`src/rtl/brb_pkg.sv`:
```
// ---------------------------------------------------------------------------
// brb_pkg
// Types and constants for the circular byte buffer.
// ---------------------------------------------------------------------------
package brb_pkg;

  localparam int CNT_W = 9;

  localparam logic [3:0] OP_CLEAR  = 4'd0;
  localparam logic [3:0] OP_PUSH8  = 4'd1;
  localparam logic [3:0] OP_PUSH16 = 4'd2;
  localparam logic [3:0] OP_PUSH32 = 4'd3;
  localparam logic [3:0] OP_READ8  = 4'd4;
  localparam logic [3:0] OP_READ32 = 4'd5;
  localparam logic [3:0] OP_POP8   = 4'd6;
  localparam logic [3:0] OP_POP32  = 4'd7;
  localparam logic [3:0] OP_REMOVE = 4'd8;

  localparam logic [1:0] ST_OK    = 2'd0;
  localparam logic [1:0] ST_SHORT = 2'd1;
  localparam logic [1:0] ST_RANGE = 2'd2;

  typedef struct packed {
    logic [3:0]       operation;
    logic [31:0]      value;
    logic [7:0]       offset;
    logic [CNT_W-1:0] count;
  } in_item_t;

  typedef struct packed {
    logic [1:0]       status;
    logic [31:0]      data;
    logic [CNT_W-1:0] fill;
  } out_item_t;

  typedef enum logic [3:0] {
    S_IDLE,
    S_EXEC,
    S_PUSH,
    S_RD,
    S_RDW,
    S_REM,
    S_SHRD,
    S_SHWR,
    S_FIN
  } state_t;

endpackage

```
`src/rtl/brb_ram.sv`:
```
// ---------------------------------------------------------------------------
// brb_ram
// Generic RAM, one write port, one read port with registered read data.
// ---------------------------------------------------------------------------
module brb_ram #(
  parameter int WIDTH = 8,
  parameter int DEPTH = 256
) (
  input  logic                     clk,
  input  logic                     we,
  input  logic [$clog2(DEPTH)-1:0] waddr,
  input  logic [WIDTH-1:0]         wdata,
  input  logic [$clog2(DEPTH)-1:0] raddr,
  output logic [WIDTH-1:0]         rdata
);

  logic [WIDTH-1:0] mem [DEPTH];

  always_ff @(posedge clk) begin
    if (we) begin
      mem[waddr] <= wdata;
    end
    rdata <= mem[raddr];
  end

endmodule

```
`src/rtl/brb_addr.sv`:
```
// ---------------------------------------------------------------------------
// brb_addr
// Ring address unit: (base + index) mod capacity, for index below capacity.
// ---------------------------------------------------------------------------
module brb_addr #(
  parameter int AW = 8
) (
  input  logic [AW-1:0]             base,
  input  logic [brb_pkg::CNT_W-1:0] idx,
  input  logic [brb_pkg::CNT_W-1:0] cap,
  output logic [AW-1:0]             phys
);

  import brb_pkg::*;

  localparam int SW = ((AW > CNT_W) ? AW : CNT_W) + 1;

  logic [SW-1:0] sum;
  logic [SW-1:0] cap_x;
  logic [SW-1:0] wrapped;

  assign sum     = SW'(base) + SW'(idx);
  assign cap_x   = SW'(cap);
  assign wrapped = (sum >= cap_x) ? (sum - cap_x) : sum;
  assign phys    = wrapped[AW-1:0];

endmodule

```
`src/rtl/byte_ring_buffer_with_removal.sv`:
```
// ---------------------------------------------------------------------------
// byte_ring_buffer_with_removal
// Circular byte store with pushes, offset reads, pops and range removal.
// ---------------------------------------------------------------------------
// One word is taken at a time and gives one result word. A sequencer drives
// a single ring address adder and a one-read, one-write byte RAM. Each word
// is decoded and checked first; clear, failed or unknown ops and removals
// without moves then finish. A push writes its n bytes (n = 1, 2 or 4) one
// at a time; a read fetches its bytes one at a time, a pop then removes them;
// a removal from the middle moves each later byte through the RAM, a read
// and then a write per byte. The result sits in an output register so the
// next word can be taken while it waits. A capacity write made while idle
// empties the store; no clearing pass is needed.
// ---------------------------------------------------------------------------
module byte_ring_buffer_with_removal #(
  parameter int MAX_CAPACITY = 256
) (
  input  logic                      clk,
  input  logic                      rst,
  input  logic                      cfg_wen,
  input  logic [brb_pkg::CNT_W-1:0] cfg_wdata,
  input  logic                      in_valid,
  output logic                      in_ready,
  input  brb_pkg::in_item_t         in_data,
  output logic                      out_valid,
  input  logic                      out_ready,
  output brb_pkg::out_item_t        out_data
);

  import brb_pkg::*;

  localparam int AW      = $clog2(MAX_CAPACITY);
  localparam int RST_CAP = (MAX_CAPACITY < 256) ? MAX_CAPACITY : 256;

  state_t state, state_next;

  logic [3:0]       op;
  logic [31:0]      val;
  logic [7:0]       off;
  logic [CNT_W-1:0] cnt;
  logic [AW-1:0]    head;
  logic [CNT_W-1:0] held;
  logic [CNT_W-1:0] cap;
  logic [CNT_W-1:0] idx;
  logic [CNT_W-1:0] rn;
  logic [1:0]       left;
  logic [31:0]      rdat;
  logic [1:0]       status;

  logic [CNT_W-1:0] cap_next;
  logic [CNT_W-1:0] n_push;
  logic [CNT_W-1:0] n_rd;
  logic             push_fit;
  logic             rd_short;
  logic             rem_bad;
  logic             is_push;
  logic             is_read;
  logic             is_pop;
  logic [CNT_W:0]   rem_end;
  logic [CNT_W-1:0] idx_inc;
  logic [CNT_W:0]   sh_end;
  logic             fin_go;

  logic [CNT_W-1:0] a_idx;
  logic [AW-1:0]    phys;
  logic             ram_we;
  logic [7:0]       ram_wdata;
  logic [7:0]       ram_rdata;

  brb_addr #(.AW(AW)) u_addr (
    .base (head),
    .idx  (a_idx),
    .cap  (cap),
    .phys (phys)
  );

  brb_ram #(.WIDTH(8), .DEPTH(MAX_CAPACITY)) u_ram (
    .clk   (clk),
    .we    (ram_we),
    .waddr (phys),
    .wdata (ram_wdata),
    .raddr (phys),
    .rdata (ram_rdata)
  );

  // decode and conditions
  always_comb begin
    is_push  = (op inside {OP_PUSH8, OP_PUSH16, OP_PUSH32});
    is_read  = (op inside {OP_READ8, OP_READ32, OP_POP8, OP_POP32});
    is_pop   = (op inside {OP_POP8, OP_POP32});
    n_push   = (op == OP_PUSH8) ? CNT_W'(1) : (op == OP_PUSH16) ? CNT_W'(2) : CNT_W'(4);
    n_rd     = (op inside {OP_READ8, OP_POP8}) ? CNT_W'(1) : CNT_W'(4);
    push_fit = ({1'b0, held} + {1'b0, n_push}) <= {1'b0, cap};
    rd_short = {1'b0, held} < ({2'b00, off} + {1'b0, n_rd});
    rem_bad  = {1'b0, off} >= held;
    rem_end  = {2'b00, off} + {1'b0, rn};
    idx_inc  = idx + CNT_W'(1);
    sh_end   = {1'b0, idx_inc} + {1'b0, rn};
    fin_go   = !out_valid || out_ready;
    if (cfg_wdata == '0) begin
      cap_next = CNT_W'(1);
    end else if (int'(cfg_wdata) > MAX_CAPACITY) begin
      cap_next = CNT_W'(MAX_CAPACITY);
    end else begin
      cap_next = cfg_wdata;
    end
  end

  // next state
  always_comb begin
    state_next = state;
    case (state)
      S_IDLE: begin
        if (in_valid) state_next = S_EXEC;
      end
      S_EXEC: begin
        if (is_push) begin
          state_next = push_fit ? S_PUSH : S_FIN;
        end else if (is_read) begin
          state_next = rd_short ? S_FIN : S_RD;
        end else if (op == OP_REMOVE) begin
          state_next = rem_bad ? S_FIN : S_REM;
        end else begin
          state_next = S_FIN;
        end
      end
      S_PUSH: begin
        if (left == 2'd0) state_next = S_FIN;
      end
      S_RD: state_next = S_RDW;
      S_RDW: begin
        if (left != 2'd0) begin
          state_next = S_RD;
        end else begin
          state_next = is_pop ? S_REM : S_FIN;
        end
      end
      S_REM: begin
        if (rn == '0 || rn >= held || off == '0 || rem_end >= {1'b0, held}) begin
          state_next = S_FIN;
        end else begin
          state_next = S_SHRD;
        end
      end
      S_SHRD: state_next = S_SHWR;
      S_SHWR: begin
        state_next = (sh_end < {1'b0, held}) ? S_SHRD : S_FIN;
      end
      S_FIN: begin
        if (fin_go) state_next = S_IDLE;
      end
      default: state_next = S_IDLE;
    endcase
  end

  // address unit and RAM control
  always_comb begin
    a_idx     = idx;
    ram_we    = 1'b0;
    ram_wdata = ram_rdata;
    case (state)
      S_PUSH: begin
        a_idx  = held;
        ram_we = 1'b1;
        case (left)
          2'd0:    ram_wdata = val[7:0];
          2'd1:    ram_wdata = val[15:8];
          2'd2:    ram_wdata = val[23:16];
          default: ram_wdata = val[31:24];
        endcase
      end
      S_REM:  a_idx = rn;
      S_SHRD: a_idx = idx + rn;
      S_SHWR: begin
        a_idx  = idx;
        ram_we = 1'b1;
      end
      default: a_idx = idx;
    endcase
  end

  assign in_ready = (state == S_IDLE);

  always_ff @(posedge clk) begin
    if (rst) begin
      state     <= S_IDLE;
      head      <= '0;
      held      <= '0;
      cap       <= CNT_W'(RST_CAP);
      out_valid <= 1'b0;
    end else begin
      state <= state_next;
      if (out_valid && out_ready && state != S_FIN) out_valid <= 1'b0;
      if (cfg_wen) begin
        cap  <= cap_next;
        head <= '0;
        held <= '0;
      end
      case (state)
        S_IDLE: begin
          if (in_valid) begin
            op  <= in_data.operation;
            val <= in_data.value;
            off <= in_data.offset;
            cnt <= in_data.count;
          end
        end
        S_EXEC: begin
          rdat   <= '0;
          idx    <= CNT_W'(off);
          if (op == OP_CLEAR) begin
            status <= ST_OK;
            head   <= '0;
            held   <= '0;
          end else if (is_push) begin
            status <= push_fit ? ST_OK : ST_SHORT;
            left   <= n_push[1:0] - 2'd1;
          end else if (is_read) begin
            status <= rd_short ? ST_SHORT : ST_OK;
            left   <= n_rd[1:0] - 2'd1;
            rn     <= n_rd;
          end else if (op == OP_REMOVE) begin
            status <= rem_bad ? ST_RANGE : ST_OK;
            rn     <= cnt;
          end else begin
            status <= ST_OK;
          end
        end
        S_PUSH: begin
          held <= held + CNT_W'(1);
          left <= left - 2'd1;
        end
        S_RDW: begin
          rdat <= {rdat[23:0], ram_rdata};
          idx  <= idx_inc;
          left <= left - 2'd1;
        end
        S_REM: begin
          idx <= CNT_W'(off);
          if (rn == '0) begin
            held <= held;
          end else if (rn >= held) begin
            head <= '0;
            held <= '0;
          end else if (off == '0) begin
            head <= phys;
            held <= held - rn;
          end else if (rem_end >= {1'b0, held}) begin
            held <= CNT_W'(off);
          end
        end
        S_SHWR: begin
          idx <= idx_inc;
          if (sh_end >= {1'b0, held}) held <= held - rn;
        end
        S_FIN: begin
          if (fin_go) begin
            out_valid       <= 1'b1;
            out_data.status <= status;
            out_data.data   <= rdat;
            out_data.fill   <= held;
          end
        end
        default: begin
        end
      endcase
    end
  end

endmodule
```
`config.mk`:
```
export PLATFORM = sky130hd
export DESIGN_NAME = byte_ring_buffer_with_removal
export DESIGN_NICKNAME = d
export VERILOG_FILES = /design/src/rtl/brb_pkg.sv /design/src/rtl/brb_ram.sv /design/src/rtl/brb_addr.sv /design/src/rtl/byte_ring_buffer_with_removal.sv
export SDC_FILE = /design/constraint.sdc
export NUM_CORES = 2
export LEC_CHECK = 0
export BUFFER_PORTS_ARGS = -buffer_cell sky130_fd_sc_hd__buf_2
export CORE_MARGIN = 4
export CORE_UTILIZATION = 32
export CTS_CLUSTER_SIZE = 12
export DETAILED_ROUTE_END_ITERATION = 16
export PLACE_DENSITY_LB_ADDON = 0.08
export SYNTH_ARGS = -nofsm -noshare
export SYNTH_HDL_FRONTEND = slang
export SYNTH_SLANG_ARGS = --single-unit
export TNS_END_PERCENT = 100
```
`constraint.sdc`:
```
create_clock -name clk -period 26.3 [get_ports clk]
set_input_delay 3.945 -clock clk [delete_from_list [all_inputs] [get_ports clk]]
set_output_delay 3.945 -clock clk [all_outputs]
set_load 0.01 [all_outputs]
```
==> impl_metrics.yaml <==
run_status:
  violations: "max-capacitance violations, max-slew violations"
  status: "finished, violations left"
drt:
  via_per_inst: 5.28
  wl_mm: 311
  detail-route-antenna-nets: 0
  vias: 58700
  drt_iter0_drc: 5950
  drcViolationCount: 0
  first_pass_iters: 6
  wire_per_inst_um: 28.0
min_path:
  whs_path_depth: 0
  worstHoldPathType: "flop to flop"
synth:
  yosysSeqAreaShare_pct: 72.3
  syn-num-nets: 7237
  avgSynthCellArea_sq_um: 13.1
  ys_warn_count: 0
  synth_seq_cells: 2237
  synth_flop_cell: "edfxtp_1"
  synth_edf_count: 2198
  synthDistinctLibCells: 85
  async_flop_share_pct: 0
  synthCells: 7056
  syn_area_sq_mm: 0.0924
clock_tree:
  ctsHtreeMaxLevel: 5
  cts_buffers: 266
  clockBufferDepth: 4
  cts_sinks: 2237
  cts-root-buf: "clkbuf_16"
  cts_setup_buffers: 0
  clk_pin_slew_ns: 0.06
  cts_tree: "built"
  clock_latency_ns: 0.88
  cts.hold.buffers_added: 0
  cts_resized: 0
timing:
  grt_setup_unrepaired: "false"
  setup_violations: 0
  timing.fmax_mhz: 97.4
  relSlewSlack_pct: -5.53
  fin_crit_ns: 10.27
  finClkSkew_ns: 0.0535
  final_max_slew_viol_count: 2
  hold_slack_ns: 0.419
  fin_crit_sh_pct: 39.0
  final-hold-violation-count: 0
  setup-tns-final_ns: 0
  worst_pin_slew_ns: 1.57
final_layout:
  synthToLayoutAreaGrowth_pct: 14.0
  drive_gt1_share_pct: 9.38
  nets: 7316
  utilization_pct: 36.6
  n_fill_cell: 27600
  fin_cells: 11100
power:
  totalPowerFinal_mw: 10.5
  seqPwrFrac_pct: 42.5
  power.switching_mw: 3.53
  leakagePower_nw: 35.9
  p_int_mw: 6.95
  p_comb_share_pct: 24.2
  power.density_mw_per_mm2: 99.5
  irDropWorstVdd_v: 0.0000698
  pwr-share-clk_pct: 33.2
  switching_share_pct: 33.6
worst_setup_path:
  critPathArrivalTime_ns: 11.01
  critPathSlowestCell: "nor4_1"
  cp_num_buf_inv: 4
  worst_r2r_path_depth: 30
  end_kind: "flop"
  critical_path_class: "flop to flop"
  r2r_setup_slack_ns: 16.03
  required_ns: 27.04
  cp_max_fo: 114
  crit_family: "simple AND/OR/NAND/NOR gates"
  start_kind: "flop"
  slowest_delay_ns: 1.34
  crit_cells: 30
grt:
  grt_max_degree: 177
  gr-usage-all-layers_pct: 20.2
  overflow: 0
  grt_pass1_wl_mm: 440
  grt_pass1_vias: 56600
  grt_antenna_before_repair: 22
floorplanning:
  die_width_um: 545
  core_sq_mm: 0.288
  die_h_um: 545
  die_area_sq_mm: 0.297
  placementRows: 197
  initial_utilization_pct: 32.1
  io_pins: 112
placement:
  io_buffers: 111
  globalplace.congestion: 0.814
  hpwl_mm: 183
  dp.cells: 10600
run:
  cap_violations: 1
## metrics by stage
step / cell area (sq um) / worst slack [ns]
floorplan: 92400 / 12.82
global placement: 97200 / 15.44
detailed placement: 97200 / 16.14
CTS: 105000 / 16.08
global route: 105000 / 15.28
finish: 105000 / 16.03
## placed cells by master, fill, tap and decap left out, types with 57 or more instances in the layout
cell	netlist	final
a21oi_1	314	313
a31oi_1	100	100
buf_2	184	113
buf_4	12	118
clkbuf_1	167	57
clkbuf_16	0	275
clkinv_1	0	59
edfxtp_1	2198	2198
ha_1	107	107
inv_1	76	76
mux2i_1	253	252
nand2_1	1674	1661
nand3_1	673	671
nor2_1	359	357
o21ai_0	75	67
## layer usage
layer	GRT usage, %	wire length [um]
met1	29.9	147000
met2	31.2	140000
met3	2.81	16900
met4	5.01	7570
met5	0	45
## worst paths after layout
| kind | from | end |
|---|---|---|
| max | state[3] | u_ram.rdata[0] |
| min | status[1] | out_data[42] |
| max reg2reg | state[3] | u_ram.rdata[0] |
| min reg2reg | status[1] | out_data[42] |
## synth_stat cells (8+ instances only)
master,count,area [sq um]
a2111oi_0,12,105
a211oi_1,16,120
a21o_1,40,300
a21oi_1,314,1570
a221o_1,8,80.1
a221oi_1,36,315
a222oi_1,15,150
a22oi_1,26,195
a31oi_1,100,626
a32oi_1,9,78.8
a41oi_1,32,280
and2_1,14,87.6
and3_1,56,350
buf_1,68,255
buf_2,184,921
buf_4,12,90.1
clkbuf_1,167,627
dfxtp_1,39,781
edfxtp_1,2198,66000
ha_1,107,1340
inv_1,76,285
mux2_2,13,146
mux2i_1,253,2530
nand2_1,1674,6280
nand2b_1,11,68.8
nand3_1,673,3370
nand4_1,22,138
nor2_1,359,1350
nor2b_1,10,62.6
nor3_1,41,205
nor4_1,54,338
o21ai_0,75,375
o21bai_1,14,105
o221ai_1,13,114
o22a_1,55,482
o22ai_1,43,269
o31ai_1,8,60.1
o32ai_1,16,140
or2_2,8,50.1
or4_1,9,67.6
xnor2_1,43,377
xor2_1,18,158
## cells by family after synthesis
group,Yosys count,share of synthesized area [%]
fa+ha+maj,114,1.60
buf+inv,509,2.38
simple gates,2961,13.7
mux,267,2.92
compound gates,907,6.57
xor+xnor,61,0.578
flops,2237,72.3
## cell type report
| type | count | area (sq um) | area share [%] |
|---|---|---|---|
| Sequential cell | 2237 | 66800 | 63.4 |
| Multi-Input combinational cell | 4310 | 23700 | 22.5 |
| Clock buffer | 333 | 7110 | 6.75 |
| Tap cell | 3781 | 4730 | 4.49 |
| Timing Repair Buffer | 244 | 1710 | 1.63 |
| Clock inverter | 134 | 952 | 0.904 |
| Inverter | 76 | 285 | 0.271 |
| Antenna cell | 2 | 5.00 | 0.00475 |
## state kept, by name (all words and copies together), names as in the netlist, 32 cells and up
name       flops
val           32
rdat          32
u_ram.mem   2048
out_data      43
## power by group through the flow
stage / logic, mW / clock network [mW] / registers [mW]
floorplan: 1.38 / 0 / 4.83
global placement: 2.56 / 0 / 4.53
detailed placement: 2.57 / 0 / 4.53
CTS: 2.58 / 3.57 / 4.45
global route: 2.73 / 3.72 / 4.45
finish: 2.54 / 3.48 / 4.46
Power figures use the tool's default switching activity.
